--- config.mk ---
export PLATFORM = sky130hd
export DESIGN_NAME = css_front
export DESIGN_NICKNAME = d
export VERILOG_FILES = /design/src/rtl/chroma_subsample_444_to_422_420_macros.svh /design/src/rtl/css_pkg.sv /design/src/rtl/css_front.sv
export SDC_FILE = /design/constraint.sdc
export NUM_CORES = 1
export LEC_CHECK = 0
export ABC_AREA = 1
export ABC_CLOCK_PERIOD_IN_PS = 6800
export BUFFER_PORTS_ARGS = -buffer_cell sky130_fd_sc_hd__buf_2
export CAP_MARGIN = 20
export CORE_ASPECT_RATIO = 0.8
export CORE_MARGIN = 10
export CORE_UTILIZATION = 45
export CTS_CLUSTER_DIAMETER = 40
export DETAILED_ROUTE_END_ITERATION = 10
export PLACE_DENSITY = 0.71
export SLEW_MARGIN = 20
export SYNTH_ARGS = -nofsm -noshare
export SYNTH_HDL_FRONTEND = slang
export SYNTH_SLANG_ARGS = --single-unit
--- constraint.sdc ---
create_clock -name i_clk -period 6.8 [get_ports i_clk]
set_input_delay 0.68 -clock i_clk [delete_from_list [all_inputs] [get_ports i_clk]]
set_output_delay 0.68 -clock i_clk [all_outputs]
set_load 0.1 [all_outputs]
--- src/rtl/chroma_subsample_444_to_422_420_macros.svh ---
// Assertion macros used by the chroma subsampler averaging module (css_avg).
// Each macro expects i_clk and i_rst_n in the scope where it is used.
`ifndef CHROMA_SUBSAMPLE_444_TO_422_420_MACROS_SVH
`define CHROMA_SUBSAMPLE_444_TO_422_420_MACROS_SVH

// Same-cycle implication, checked outside reset.
`define CSS_ASSERT_SAME(label, ante, cons) \
    label: assert property (@(posedge i_clk) disable iff (!i_rst_n) (ante) |-> (cons)) \
        else $error("chroma subsampler check failed");

// Next-cycle implication, checked outside reset.
`define CSS_ASSERT_NEXT(label, ante, cons) \
    label: assert property (@(posedge i_clk) disable iff (!i_rst_n) (ante) |=> (cons)) \
        else $error("chroma subsampler check failed");

`endif

--- src/rtl/css_pkg.sv ---
package css_pkg;

    localparam int PIX_W  = 30;
    localparam int COMP_W = 10;
    localparam int POS_W  = 13;
    localparam int LINE_W = 2 * COMP_W;

    // Bit positions of the components inside the packed pixel.
    localparam int LUMA_LSB = 20;
    localparam int CB_LSB   = 10;
    localparam logic [COMP_W-1:0] COMP_MASK = 10'h3ff;

    typedef logic [1:0] t_cfg_idx;
    localparam t_cfg_idx CFG_ENABLE  = 2'd0;
    localparam t_cfg_idx CFG_PATTERN = 2'd1;
    localparam t_cfg_idx CFG_WIDTH   = 2'd2;
    localparam t_cfg_idx CFG_HEIGHT  = 2'd3;

    localparam logic [POS_W-1:0] WIDTH_RST  = 13'd1920;
    localparam logic [POS_W-1:0] HEIGHT_RST = 13'd1080;

    // One pixel on its way from the position stage to the averaging stage.
    typedef struct packed {
        logic              enable;
        logic              pattern;
        logic              odd_col;
        logic              odd_row;
        logic              rd_ok;
        logic [COMP_W-1:0] luma;
        logic [COMP_W-1:0] cb;
        logic [COMP_W-1:0] cr;
    } t_stage;

endpackage

--- src/rtl/css_front.sv ---
module css_front #(
    parameter int MAX_LINE = 8192,
    localparam int AW = $clog2(MAX_LINE)
) (
    input  logic                      i_clk,
    input  logic                      i_rst_n,
    input  logic                      i_cfg_wr,
    input  css_pkg::t_cfg_idx         i_cfg_index,
    input  logic [css_pkg::POS_W-1:0] i_cfg_data,
    input  logic                      i_accept,
    input  logic [css_pkg::PIX_W-1:0] i_pixel,
    output logic                      o_wr_en,
    output logic                      o_rd_en,
    output logic [AW-1:0]             o_addr,
    output logic [css_pkg::LINE_W-1:0] o_wr_data,
    output css_pkg::t_stage           o_stage
);
    import css_pkg::*;

    logic             r_enable;
    logic             r_pattern;
    logic [POS_W-1:0] r_width;
    logic [POS_W-1:0] r_height;
    logic [POS_W-1:0] r_col;
    logic [POS_W-1:0] r_row;

    logic [POS_W-1:0] w_last_col;
    logic [POS_W-1:0] w_last_row;
    logic             w_in_range;
    logic             w_line_mode;
    logic [POS_W-1:0] n_col;
    logic [POS_W-1:0] n_row;

    always_ff @(posedge i_clk) begin
        if (!i_rst_n) begin
            r_enable  <= 1'b0;
            r_pattern <= 1'b0;
            r_width   <= WIDTH_RST;
            r_height  <= HEIGHT_RST;
        end else if (i_cfg_wr) begin
            case (i_cfg_index)
                CFG_ENABLE:  r_enable  <= i_cfg_data[0];
                CFG_PATTERN: r_pattern <= i_cfg_data[0];
                CFG_WIDTH:   r_width   <= i_cfg_data;
                CFG_HEIGHT:  r_height  <= i_cfg_data;
                default:     r_enable  <= r_enable;
            endcase
        end
    end

    // A size of zero behaves as a size of one, so its last position is zero.
    assign w_last_col = (r_width == '0) ? '0 : r_width - POS_W'(1);
    assign w_last_row = (r_height == '0) ? '0 : r_height - POS_W'(1);

    always_comb begin
        n_col = r_col;
        n_row = r_row;
        if (r_col >= w_last_col) begin
            n_col = '0;
            n_row = (r_row >= w_last_row) ? '0 : r_row + POS_W'(1);
        end else begin
            n_col = r_col + POS_W'(1);
        end
    end

    always_ff @(posedge i_clk) begin
        if (!i_rst_n) begin
            r_col <= '0;
            r_row <= '0;
        end else if (i_accept) begin
            r_col <= n_col;
            r_row <= n_row;
        end
    end

    assign w_in_range  = {1'b0, r_col} < (POS_W + 1)'(MAX_LINE);
    assign w_line_mode = r_enable & r_pattern;

    // Even rows of 4:2:0 fill the line buffer, odd rows read it back.
    assign o_wr_en   = i_accept & w_line_mode & ~r_row[0] & w_in_range;
    assign o_rd_en   = i_accept & w_line_mode & r_row[0];
    assign o_addr    = r_col[AW-1:0];
    assign o_wr_data = i_pixel[LINE_W-1:0];

    always_comb begin
        o_stage.enable  = r_enable;
        o_stage.pattern = r_pattern;
        o_stage.odd_col = r_col[0];
        o_stage.odd_row = r_row[0];
        o_stage.rd_ok   = w_in_range;
        o_stage.luma    = i_pixel[LUMA_LSB +: COMP_W] & COMP_MASK;
        o_stage.cb      = i_pixel[CB_LSB +: COMP_W] & COMP_MASK;
        o_stage.cr      = i_pixel[0 +: COMP_W] & COMP_MASK;
    end

endmodule

==> results.json <==
{
  "cts_setup_buffers": 0,
  "hold_end": "r_width[1]",
  "drc": 0,
  "synth_nets": 669,
  "htree_levels": 2,
  "synth.area.top_cells": "dfxtp_1 (27%), nand2_1 (12%), buf_4 (11%), ha_1 (9.5%), nand3_1 (8.0%)",
  "io_buffer_count": 37,
  "power.density_mw_per_mm2": 171,
  "die_y_um": 104,
  "n_antenna_cell": 0,
  "synthesis.area_mm2": 0.00396,
  "wl_per_cell_um": 13.4,
  "swShare_pct": 29.6,
  "seq_area_frac_synth_pct": 27.3,
  "rrSetupSlack_ps": 3580,
  "holdPathStages": 2,
  "p_clk_share_pct": 33.0,
  "timing.rr.start": "r_width[0]",
  "cts_made_buffers": 5,
  "synth_seq_cells": 54,
  "fin_crit_ps": 3220,
  "grt_pass1_vias": 3286,
  "grt-ovfl-total": 0,
  "finalSetupViolCount": 0,
  "holdBufCountCts": 0,
  "cts_buffer_depth": 2,
  "drt-initial-drc-count": 274,
  "cts_tree": "yes",
  "final_common_cell": "nand2_1",
  "root_buffer": "clkbuf_8",
  "combPwrFrac_pct": 16.4,
  "antenna_found_initial": 0,
  "start_kind": "flip-flop",
  "leakagePower_nw": 1.98,
  "maxSlewHeadroom_pct": 51.8,
  "drive_gt1_share_pct": 10.4,
  "timing.rr.end": "o_addr[0]",
  "start_util_pct": 46.5,
  "place_ws_ps": 3590,
  "clk_pin_slew_ps": 100,
  "p_switching_mw": 0.198,
  "clock_skew_ps": 6.94,
  "period_share_pct": 47.4,
  "most-common-layout-cells": "nand2_1 (129), nor2_1 (73), inv_1 (65), nand3_1 (63), dfxtp_1 (54)",
  "numClockSinks": 54,
  "pwr-share-seq_pct": 50.6,
  "fp.dieArea_mm2": 0.0130,
  "io_pins": 119,
  "status": "finished clean",
  "syn_to_final_growth_pct": -1.17,
  "tns_ps": 0,
  "ys_warn_count": 0,
  "p_int_mw": 0.471,
  "fmax_mhz": 310,
  "nets": 644,
  "vias_per_cell": 4.94,
  "drtPass1Iterations": 4,
  "min_from": "r_width[1]",
  "grt.total_usage_pct": 14.0,
  "critPathKind": "reg2reg",
  "crit_required_ps": 7040,
  "slew_viol_final": 0,
  "die_x_um": 125,
  "whs_ps": 506,
  "worstPathArrival_ps": 3460,
  "ir_drop_v": 0.000119,
  "yosys.area.top_type": "dfxtp_1",
  "ff2ff_path_depth": 19,
  "core_area_mm2": 0.00852,
  "hold_class": "reg2reg",
  "place_congestion": 0.875,
  "hold_violations": 0,
  "register_area_mm2": 0.00108,
  "place_hpwl_um": 7160,
  "rsz0062_at_grt": "false",
  "ys_types": 34,
  "cap_violations": 0,
  "via_count": 3352,
  "grt_max_degree": 44,
  "core.rowCount": 30,
  "ctsResizeCount": 0,
  "grt_pass1_wl_um": 15500,
  "fill_cells": 880,
  "drt_wl_total_um": 9100,
  "netlist_instances": 590,
  "syn_area_per_cell_um2": 6.72,
  "synth_top_area_share_pct": 27.3,
  "clock_latency_ps": 320,
  "tightest_slew_ps": 722,
  "setup_ws_ps": 3580,
  "postRouteAntennaNets": 0,
  "worstPathMaxFanout": 15,
  "multi_input_area_mm2": 0.00215,
  "crit_path_end_kind": "flip-flop"
}
## flip-flops by register name (all words and copies together), names as in the netlist
signal / cells
o_addr: 13
r_enable: 1
r_width: 13
r_pattern: 1
r_row: 13
r_height: 13
## logic make-up after synthesis
logic type | synth area share [%]
fa+ha+maj | 9.47
other cells | 0.0946
compound gates | 5.75
flops | 27.3
mux | 0.253
simple gates | 32.7
xor+xnor | 5.97
buf+inv | 18.5
## worst max-delay path by stage
stage / startpoint / to / slack (ps) / depth (start not counted)
2_1_floorplan: i_accept / o_rd_en / 3590 / 4
3_3_place_gp: r_width[0] / o_addr[0] / 3790 / 19
3_5_place_dp: r_width[0] / o_addr[0] / 3590 / 19
4_1_cts: r_width[0] / o_addr[0] / 3580 / 19
5_1_grt: r_width[0] / o_addr[0] / 3210 / 19
6_report: r_width[0] / o_addr[0] / 3580 / 19
## synth_stat cells, drive strengths merged
cell type    n
buf         62
clkbuf       7
xor2        16
nand4        1
a21oi       19
and2         1
a21o         1
nand2      131
conb         1
nand3       65
o22ai        1
dfxtp       54
xnor2       11
ha          30
or2          1
nor3b        1
o21ai       20
nor4         4
nor2        78
a31oi        3
inv         67
nor3        13
mux2i        1
nand3b       2
## power by group through the flow
stage | clock, mW | combinational [mW] | sequential (mW)
2_1_floorplan | 0 | 0.216 | 0.350
3_3_place_gp | 0 | 0.105 | 0.345
5_1_grt | 0.235 | 0.124 | 0.340
3_5_place_dp | 0 | 0.109 | 0.346
4_1_cts | 0.226 | 0.110 | 0.338
6_report | 0.220 | 0.110 | 0.338
## metal layers
layer | track usage [%] | wire length, um | up-vias
met5 | 0 | 0 | -
met4 | 3.61 | 96 | 0
met3 | 3.01 | 533 | 11
met2 | 20.6 | 3810 | 78
met1 | 19.9 | 4660 | 1501
li1 | - | - | 1762
## stage by stage
stage	cells	cell area [um2]	power [mW]	util [%]
after global routing	678	3920	0.699	46.0
final	678	3920	0.669	46.0
after global placement	670	3810	0.450	44.7
after CTS	678	3920	0.675	46.0
after detailed placement	670	3810	0.455	44.7
after floorplan	590	3960	0.566	-
## final cells by class
class                   count  share of cell area (%)
clock buffers               6                    1.85
well taps                 112                    3.58
inverters                  67                    6.42
repair buffers             37                    4.73
flip-flops and latches     54                    27.6
clock inverters             2                   0.958
multi-input cells         400                    54.9
## critical path, stage by stage (launching register included)
cell and delay, ps:
dfxtp_1 340, inv_1 90, ha_1 190, nand2_1 100, nor3_2 190, and2_1 200
nand2_1 90, nor2_2 150, inv_2 110, nand3b_1 110, ha_1 250, nand2_1 70
nor2_1 50, nand2_1 80, nor2_1 50, nor2_1 110, nand3_2 280, nand2_2 300
nand2_2 190, nor3_1 190
Note: power is estimated with default switching activity, not from simulation.
