File: config.mk
export PLATFORM = sky130hd
export DESIGN_NAME = css_avg
export DESIGN_NICKNAME = d
export VERILOG_FILES = /design/src/rtl/css_pkg.sv /design/src/rtl/css_avg.sv
export VERILOG_INCLUDE_DIRS = /design/src /design/src/rtl
export SDC_FILE = /design/constraint.sdc
export NUM_CORES = 1
export LEC_CHECK = 0
export BUFFER_PORTS_ARGS = -buffer_cell sky130_fd_sc_hd__buf_2
export CAP_MARGIN = 20
export CORE_ASPECT_RATIO = 1.2
export CORE_UTILIZATION = 50
export CTS_CLUSTER_SIZE = 40
export DETAILED_ROUTE_END_ITERATION = 12
export PLACE_DENSITY = 0.71
export SETUP_SLACK_MARGIN = 0.02
export SYNTH_ARGS = -nofsm -noshare
export SYNTH_HDL_FRONTEND = slang
export SYNTH_SLANG_ARGS = --single-unit
File: constraint.sdc
create_clock -name i_clk -period 5.95 [get_ports i_clk]
set_input_delay 0 -clock i_clk [delete_from_list [all_inputs] [get_ports i_clk]]
set_output_delay 0 -clock i_clk [all_outputs]
set_load 0.03 [all_outputs]
File: src/rtl/chroma_subsample_444_to_422_420_macros.svh
// Assertion macros used by the chroma subsampler averaging module (css_avg).
// Each macro expects i_clk and i_rst_n in the scope where it is used.
`ifndef CHROMA_SUBSAMPLE_444_TO_422_420_MACROS_SVH
`define CHROMA_SUBSAMPLE_444_TO_422_420_MACROS_SVH

// Same-cycle implication, checked outside reset.
`define CSS_ASSERT_SAME(label, ante, cons) \
    label: assert property (@(posedge i_clk) disable iff (!i_rst_n) (ante) |-> (cons)) \
        else $error("chroma subsampler check failed");

// Next-cycle implication, checked outside reset.
`define CSS_ASSERT_NEXT(label, ante, cons) \
    label: assert property (@(posedge i_clk) disable iff (!i_rst_n) (ante) |=> (cons)) \
        else $error("chroma subsampler check failed");

`endif

File: src/rtl/css_pkg.sv
package css_pkg;

    localparam int PIX_W  = 30;
    localparam int COMP_W = 10;
    localparam int POS_W  = 13;
    localparam int LINE_W = 2 * COMP_W;

    // Bit positions of the components inside the packed pixel.
    localparam int LUMA_LSB = 20;
    localparam int CB_LSB   = 10;
    localparam logic [COMP_W-1:0] COMP_MASK = 10'h3ff;

    typedef logic [1:0] t_cfg_idx;
    localparam t_cfg_idx CFG_ENABLE  = 2'd0;
    localparam t_cfg_idx CFG_PATTERN = 2'd1;
    localparam t_cfg_idx CFG_WIDTH   = 2'd2;
    localparam t_cfg_idx CFG_HEIGHT  = 2'd3;

    localparam logic [POS_W-1:0] WIDTH_RST  = 13'd1920;
    localparam logic [POS_W-1:0] HEIGHT_RST = 13'd1080;

    // One pixel on its way from the position stage to the averaging stage.
    typedef struct packed {
        logic              enable;
        logic              pattern;
        logic              odd_col;
        logic              odd_row;
        logic              rd_ok;
        logic [COMP_W-1:0] luma;
        logic [COMP_W-1:0] cb;
        logic [COMP_W-1:0] cr;
    } t_stage;

endpackage

File: src/rtl/css_avg.sv
module css_avg (
    input  logic                        i_clk,
    input  logic                        i_rst_n,
    input  logic                        i_in_valid,
    input  css_pkg::t_stage             i_stage,
    input  logic [css_pkg::LINE_W-1:0]  i_rd_data,
    input  logic                        i_out_stall,
    output logic                        o_accept,
    output logic                        o_in_stall,
    output logic                        o_out_valid,
    output logic [css_pkg::COMP_W-1:0]  o_luma_out,
    output logic [css_pkg::COMP_W-1:0]  o_cb_out,
    output logic [css_pkg::COMP_W-1:0]  o_cr_out,
    output logic                        o_chroma_valid
);
    import css_pkg::*;
    `include "chroma_subsample_444_to_422_420_macros.svh"

    logic              r_s1_valid;
    t_stage            r_s1;
    logic              r_out_valid;
    logic [COMP_W-1:0] r_luma;
    logic [COMP_W-1:0] r_cb;
    logic [COMP_W-1:0] r_cr;
    logic              r_cvalid;
    logic [COMP_W:0]   r_pair_cb;
    logic [COMP_W:0]   r_pair_cr;
    logic [COMP_W+1:0] r_blk_cb;
    logic [COMP_W+1:0] r_blk_cr;

    logic              w_s1_adv;
    logic [COMP_W-1:0] w_lcb;
    logic [COMP_W-1:0] w_lcr;
    logic [COMP_W:0]   w_pair_cb;
    logic [COMP_W:0]   w_pair_cr;
    logic [COMP_W+1:0] w_blk_cb;
    logic [COMP_W+1:0] w_blk_cr;
    logic [COMP_W:0]   n_pair_cb;
    logic [COMP_W:0]   n_pair_cr;
    logic [COMP_W+1:0] n_blk_cb;
    logic [COMP_W+1:0] n_blk_cr;
    logic [COMP_W-1:0] n_cb;
    logic [COMP_W-1:0] n_cr;
    logic              n_cvalid;

    // The stage moves on whenever the output register is free or being drained.
    assign w_s1_adv   = r_s1_valid & (~r_out_valid | ~i_out_stall);
    assign o_in_stall = r_s1_valid & ~w_s1_adv;
    assign o_accept   = i_in_valid & ~o_in_stall;

    always_ff @(posedge i_clk) begin
        if (!i_rst_n) begin
            r_s1_valid <= 1'b0;
        end else if (o_accept) begin
            r_s1_valid <= 1'b1;
        end else if (w_s1_adv) begin
            r_s1_valid <= 1'b0;
        end
    end

    always_ff @(posedge i_clk) begin
        if (o_accept) begin
            r_s1 <= i_stage;
        end
    end

    // The line buffer data lines up with the stage register; columns past
    // the buffer read as zero.
    assign w_lcb = r_s1.rd_ok ? i_rd_data[CB_LSB +: COMP_W] : '0;
    assign w_lcr = r_s1.rd_ok ? i_rd_data[0 +: COMP_W] : '0;

    assign w_pair_cb = r_pair_cb + {1'b0, r_s1.cb};
    assign w_pair_cr = r_pair_cr + {1'b0, r_s1.cr};
    assign w_blk_cb  = (r_s1.odd_col ? r_blk_cb : '0) + {2'b00, r_s1.cb} + {2'b00, w_lcb};
    assign w_blk_cr  = (r_s1.odd_col ? r_blk_cr : '0) + {2'b00, r_s1.cr} + {2'b00, w_lcr};

    always_comb begin
        n_pair_cb = r_pair_cb;
        n_pair_cr = r_pair_cr;
        n_blk_cb  = r_blk_cb;
        n_blk_cr  = r_blk_cr;
        n_cb      = '0;
        n_cr      = '0;
        n_cvalid  = 1'b0;
        if (!r_s1.enable) begin
            n_cb     = r_s1.cb;
            n_cr     = r_s1.cr;
            n_cvalid = 1'b1;
        end else if (!r_s1.pattern) begin
            if (!r_s1.odd_col) begin
                n_pair_cb = {1'b0, r_s1.cb};
                n_pair_cr = {1'b0, r_s1.cr};
            end else begin
                n_pair_cb = w_pair_cb;
                n_pair_cr = w_pair_cr;
                n_cb      = w_pair_cb[COMP_W:1];
                n_cr      = w_pair_cr[COMP_W:1];
                n_cvalid  = 1'b1;
            end
        end else if (r_s1.odd_row) begin
            n_blk_cb = w_blk_cb;
            n_blk_cr = w_blk_cr;
            if (r_s1.odd_col) begin
                n_cb     = w_blk_cb[COMP_W+1:2];
                n_cr     = w_blk_cr[COMP_W+1:2];
                n_cvalid = 1'b1;
            end
        end
    end

    always_ff @(posedge i_clk) begin
        if (!i_rst_n) begin
            r_pair_cb <= '0;
            r_pair_cr <= '0;
            r_blk_cb  <= '0;
            r_blk_cr  <= '0;
        end else if (w_s1_adv) begin
            r_pair_cb <= n_pair_cb;
            r_pair_cr <= n_pair_cr;
            r_blk_cb  <= n_blk_cb;
            r_blk_cr  <= n_blk_cr;
        end
    end

    always_ff @(posedge i_clk) begin
        if (!i_rst_n) begin
            r_out_valid <= 1'b0;
        end else if (w_s1_adv) begin
            r_out_valid <= 1'b1;
        end else if (!i_out_stall) begin
            r_out_valid <= 1'b0;
        end
    end

    always_ff @(posedge i_clk) begin
        if (w_s1_adv) begin
            r_luma   <= r_s1.luma;
            r_cb     <= n_cb;
            r_cr     <= n_cr;
            r_cvalid <= n_cvalid;
        end
    end

    assign o_out_valid    = r_out_valid;
    assign o_luma_out     = r_luma;
    assign o_cb_out       = r_cb;
    assign o_cr_out       = r_cr;
    assign o_chroma_valid = r_cvalid;

    `CSS_ASSERT_SAME(a_no_chroma_is_zero, o_out_valid && !o_chroma_valid, o_cb_out == '0 && o_cr_out == '0)
    `CSS_ASSERT_NEXT(a_blocked_item_kept, r_s1_valid && r_out_valid && i_out_stall, r_s1_valid)
    `CSS_ASSERT_NEXT(a_advance_fills_out, w_s1_adv, r_out_valid)

endmodule

==> out/summary.md <==
The run finished with clean final reports. The synthesis-to-layout area growth came out at 25.8%. For the number of max-slew violations in the final report, the log shows 0. The power share of the sequential group is 0.363, and the share of post-route cells with drive strength above 1 is 0.186. The power per cell area was 297 nW/µm²; the worst-skew pair later-pin latency was 0.42 ns.

During synthesis, Yosys emitted a total of 0 warnings. The register bit total from synthesis is 114. The number of global-route vias before repair was 5902; the die boundary height was 128 µm.

The startpoint kind of the worst setup timing path is a register. The remaining routing DRC violations was 0. The global routing met1 resource utilization is 0.305. The via density per instance is 5.83, and the post-CTS resize count is 0.

Counting every net in the synthesized netlist gives 778. The number of hold-slack violations in the final timing report came out at 0. The first detailed-routing pass ran for 4 iterations. Ranked by total cell area, the synthesized netlist is headed by sky130_fd_sc_hd__edfxtp_1 (30%), sky130_fd_sc_hd__dfxtp_1 (14%), sky130_fd_sc_hd__ha_1 (7.5%). The worst hold path passes through 4 cells. The number of cells on the worst reg-to-reg path is 10. STA puts the critical path data required time at 6.12 ns. The clock tree synthesis step divided the H-tree into 4 levels. The tools report the clock network fraction of design power as 0.497. The tools report the proportion of synthesized chip area in sequential cells as 0.441. The worst setup path is captured at a register. The simple-gate portion of the synthesized area is 0.157, and the max-cap check violation count is 0. The global routing usage on met2 was 0.486; the aggregate routed wire length was 17600 µm. Buffers inserted during clock tree synthesis total 17. The routing usage on met3 came out at 0.0537. The compound-gate portion of the synthesized area works out to 0.176.

After floorplanning, the core was divided into 45 placement rows. The number of hold buffers added after CTS was 37. The first global-routing pass estimated 28200 µm of wire. Category of the critical setup timing path: register to register. The final total negative setup slack is 0 ns, and the synthesized area divided by synthesized cell count is 10.2 µm². Setup skew after layout: 0.00663 ns.

Setup repair after global routing left no endpoint under its margin. The xor and xnor fraction of the mapped netlist area came out at 0.0407. The tree is rooted in a sky130_fd_sc_hd__clkbuf_16. The internal portion of the total power is 0.00189 W. In the post-synthesis netlist, the cell with the most instances is sky130_fd_sc_hd__edfxtp_1.

The proportion of synthesized area in mux cells is 0.0135. Utilization after layout: 0.654. In this run the remaining antenna-violating nets after routing total 0. The biggest area consumer among synthesized cells was sky130_fd_sc_hd__edfxtp_1. For the maximum number of pins on one net before global-route repair, the log shows 37. Across all setup checks in the final design, the least slack found is 2.11 ns. The tools report the number of fill cells as 990.

The share of the clock period used by the worst path is 0.645. The number of setup buffers added after CTS is 0. The largest voltage drop on the vdd net is 0.000171 V, and the buffering stage count on the worst path with inverters included is 0. The arithmetic-cell share of the synthesized area counting full adders, half adders and majority gates was 0.147; the detailed placement HPWL was 11600 µm. TritonCTS built the clock tree. The count of flip-flops with a built-in enable after synthesis was 66.

The synthesized area came out at 6670 µm². The most numerous cell on the critical path is sky130_fd_sc_hd__fa_1. Among cell families on the critical path, the largest total delay comes from compound AO/OA/AOI/OAI gates. For the DRC violation total after the first TritonRoute iteration, the log shows 270. The most used flip-flop cell after synthesis is sky130_fd_sc_hd__edfxtp_1. After technology mapping, the gate count stands at 655. The global-route layer with the greatest usage was met2. At the worst endpoint, the arrival time is 4.00 ns.

CTS saw 114 sinks. 0 antenna diodes ended up in the layout. The total overflow reported by the global router was 0; the number of vias after detailed routing was 5588. The commonest cells after synthesis are sky130_fd_sc_hd__edfxtp_1 (66), sky130_fd_sc_hd__nand2_1 (63), sky130_fd_sc_hd__nor2_1 (56). The cell with the biggest individual delay on the critical path is sky130_fd_sc_hd__edfxtp_1.

93 I/O pins were placed. In this run the power spent charging and discharging nets is 0.000608 W. The measured slew at the worst slew-check pin is 1.10 ns. The normalized max-slew margin was 0.269. The die area was 13800 µm²; the placed cell area was 7280 µm². The effective utilization at floorplan is 0.519.

Counting buffers and inverters, the worst setup path is 10 cells deep. The final layout net count is 905. The worst min-delay path category was input pin to register. The power share of the combinational group came out at 0.140. The logs give 0 for the setup violation total in the final timing report and 0 for the initial antenna violation count. The congestion estimate from routability-driven global placement came to 0.923.

The aggregate global-route resource usage came out at 0.272. In the final routed layout, each cell accounts on average for 18.4 µm. The area fraction of the dominant cell type after synthesis was 0.297.

The critical path goes through and2_1 > fa_1 > ha_1 > fa_1 > a211oi_1 > o21a_1 > o211ai_1 > a21oi_1 > nor3b_1 > a221o_1. The run gives 2.18 ns as the worst slack at placement. Number of input and output port buffers inserted: 92. The final non-filler cell area is 8390 µm², and the count of cell types in the netlist is 56. For the leakage power, the log shows 3.50 nW. The horizontal die dimension came out at 107 µm. The dominant combinational cell family by area after synthesis was compound AO/OA/AOI/OAI gates.

Of all nets on the critical path, the largest fanout is 22. Proportion of register bits with asynchronous set or reset after synthesis: 0. The clock transition time at the flip-flop clock pins of the worst setup and hold paths was 0.05 ns; the maximum cell stage delay along the critical path was 0.83 ns. For this run, the top clock speed supported by timing is 261 MHz.

The area inside the core boundary was 12800 µm²; the switching part of the total power was 0.244. The time the final worst path needs with I/O delays and setup was 3.84 ns; the worst-case clock buffer depth was 2.
-- tightest hold or removal path: cells and delay by family --
family / cells / cell delay, ns
AO/OA/AOI/OAI: 1 / 0.07
adder cells (fa/ha/maj): 1 / 0.16
buffers and inverters: 1 / 0.10
AND/OR/NAND/NOR: 1 / 0.08
-- cell families (layout without fill, tap and decap cells) --
| family | Yosys count | in the layout |
|---|---|---|
| and+or+nand+nor | 218 | 218 |
| AOI/OAI and AO/OA | 179 | 179 |
| DFF | 114 | 114 |
| adders and majority gates | 64 | 64 |
| buffers and inverters | 40 | 180 |
| xor gates and xnor gates | 31 | 31 |
| muxes | 9 | 9 |
-- metrics by stage --
step / cells / total power [W] / hold WS (ns)
2_1_floorplan: 655 / 0.00114 / 0.0989
3_3_place_gp: 889 / 0.00123 / 0.177
3_5_place_dp: 889 / 0.00124 / 0.178
4_1_cts: 958 / 0.00250 / 0.0279
5_1_grt: 959 / 0.00258 / 0.0389
6_report: 959 / 0.00250 / 0.0423
-- sequential cells by signal, summed over array words and instances, names as in the netlist --
register	cells
o_luma_out	10
o_out_valid	1
r_pair_cr	11
r_blk_cb	12
r_blk_cr	12
r_s1	35
o_chroma_valid	1
r_pair_cb	11
r_s1_valid	1
o_cr_out	10
o_cb_out	10
-- cell type report --
type                    count  area [µm²]  share of cell area
multi-input cells         501        3580               0.426
clock inverters            14         284              0.0339
inverters                  11        41.3             0.00492
clock buffers              18         429              0.0512
flip-flops and latches    114        2940               0.351
well taps                 164         205              0.0245
repair buffers            137         911               0.109
-- cell usage in the layout, fill, tap and decap left out, drive strengths merged, types with 3 or more instances in the layout --
| cell | instances |
|---|---|
| buf | 100 |
| edfxtp | 66 |
| nand2 | 63 |
| nor2 | 56 |
| a21oi | 55 |
| dfxtp | 48 |
| and2 | 47 |
| ha | 40 |
| dlygate4sd3 | 37 |
| o21ai | 36 |
| fa | 24 |
| clkbuf | 18 |
| xor2 | 17 |
| nand3 | 16 |
| xnor2 | 14 |
| a211oi | 13 |
| a221oi | 11 |
| a21o | 11 |
| inv | 9 |
| nor3 | 9 |
| a31oi | 9 |
| mux2i | 9 |
| bufinv | 8 |
| clkinv | 7 |
| o211ai | 6 |
| o21bai | 6 |
| o2bb2ai | 5 |
| o21a | 5 |
| nor2b | 5 |
| nand4 | 4 |
| a31o | 4 |
| or2 | 4 |
| and3 | 3 |
| o221ai | 3 |
-- final timing paths --
kind	to	slack, ns	from
worst max register to register	o_cr_out[9]	2.11	r_s1[32]
worst min register to register	o_luma_out[3]	0.42	r_s1[23]
worst min-delay path	r_blk_cr[0]	0.04	i_rd_data[0]
worst max-delay path	o_cr_out[9]	2.11	r_s1[32]
-- metal layers --
layer,vias to the layer above,share of wire
met4,0,0.027
met2,208,0.52
met3,38,0.052
met5,-,0
met1,2688,0.40
li1,2654,-
-- power by group through the flow --
stage / sequential [W] / clock, W / combinational, W
detailed placement: 0.000921 / 0 / 0.000323
floorplan: 0.000930 / 0 / 0.000213
finish: 0.000906 / 0.00124 / 0.000351
global route: 0.000910 / 0.00129 / 0.000384
global placement: 0.000920 / 0 / 0.000313
CTS: 0.000906 / 0.00125 / 0.000346
Note: power is estimated with default switching activity, not from simulation.
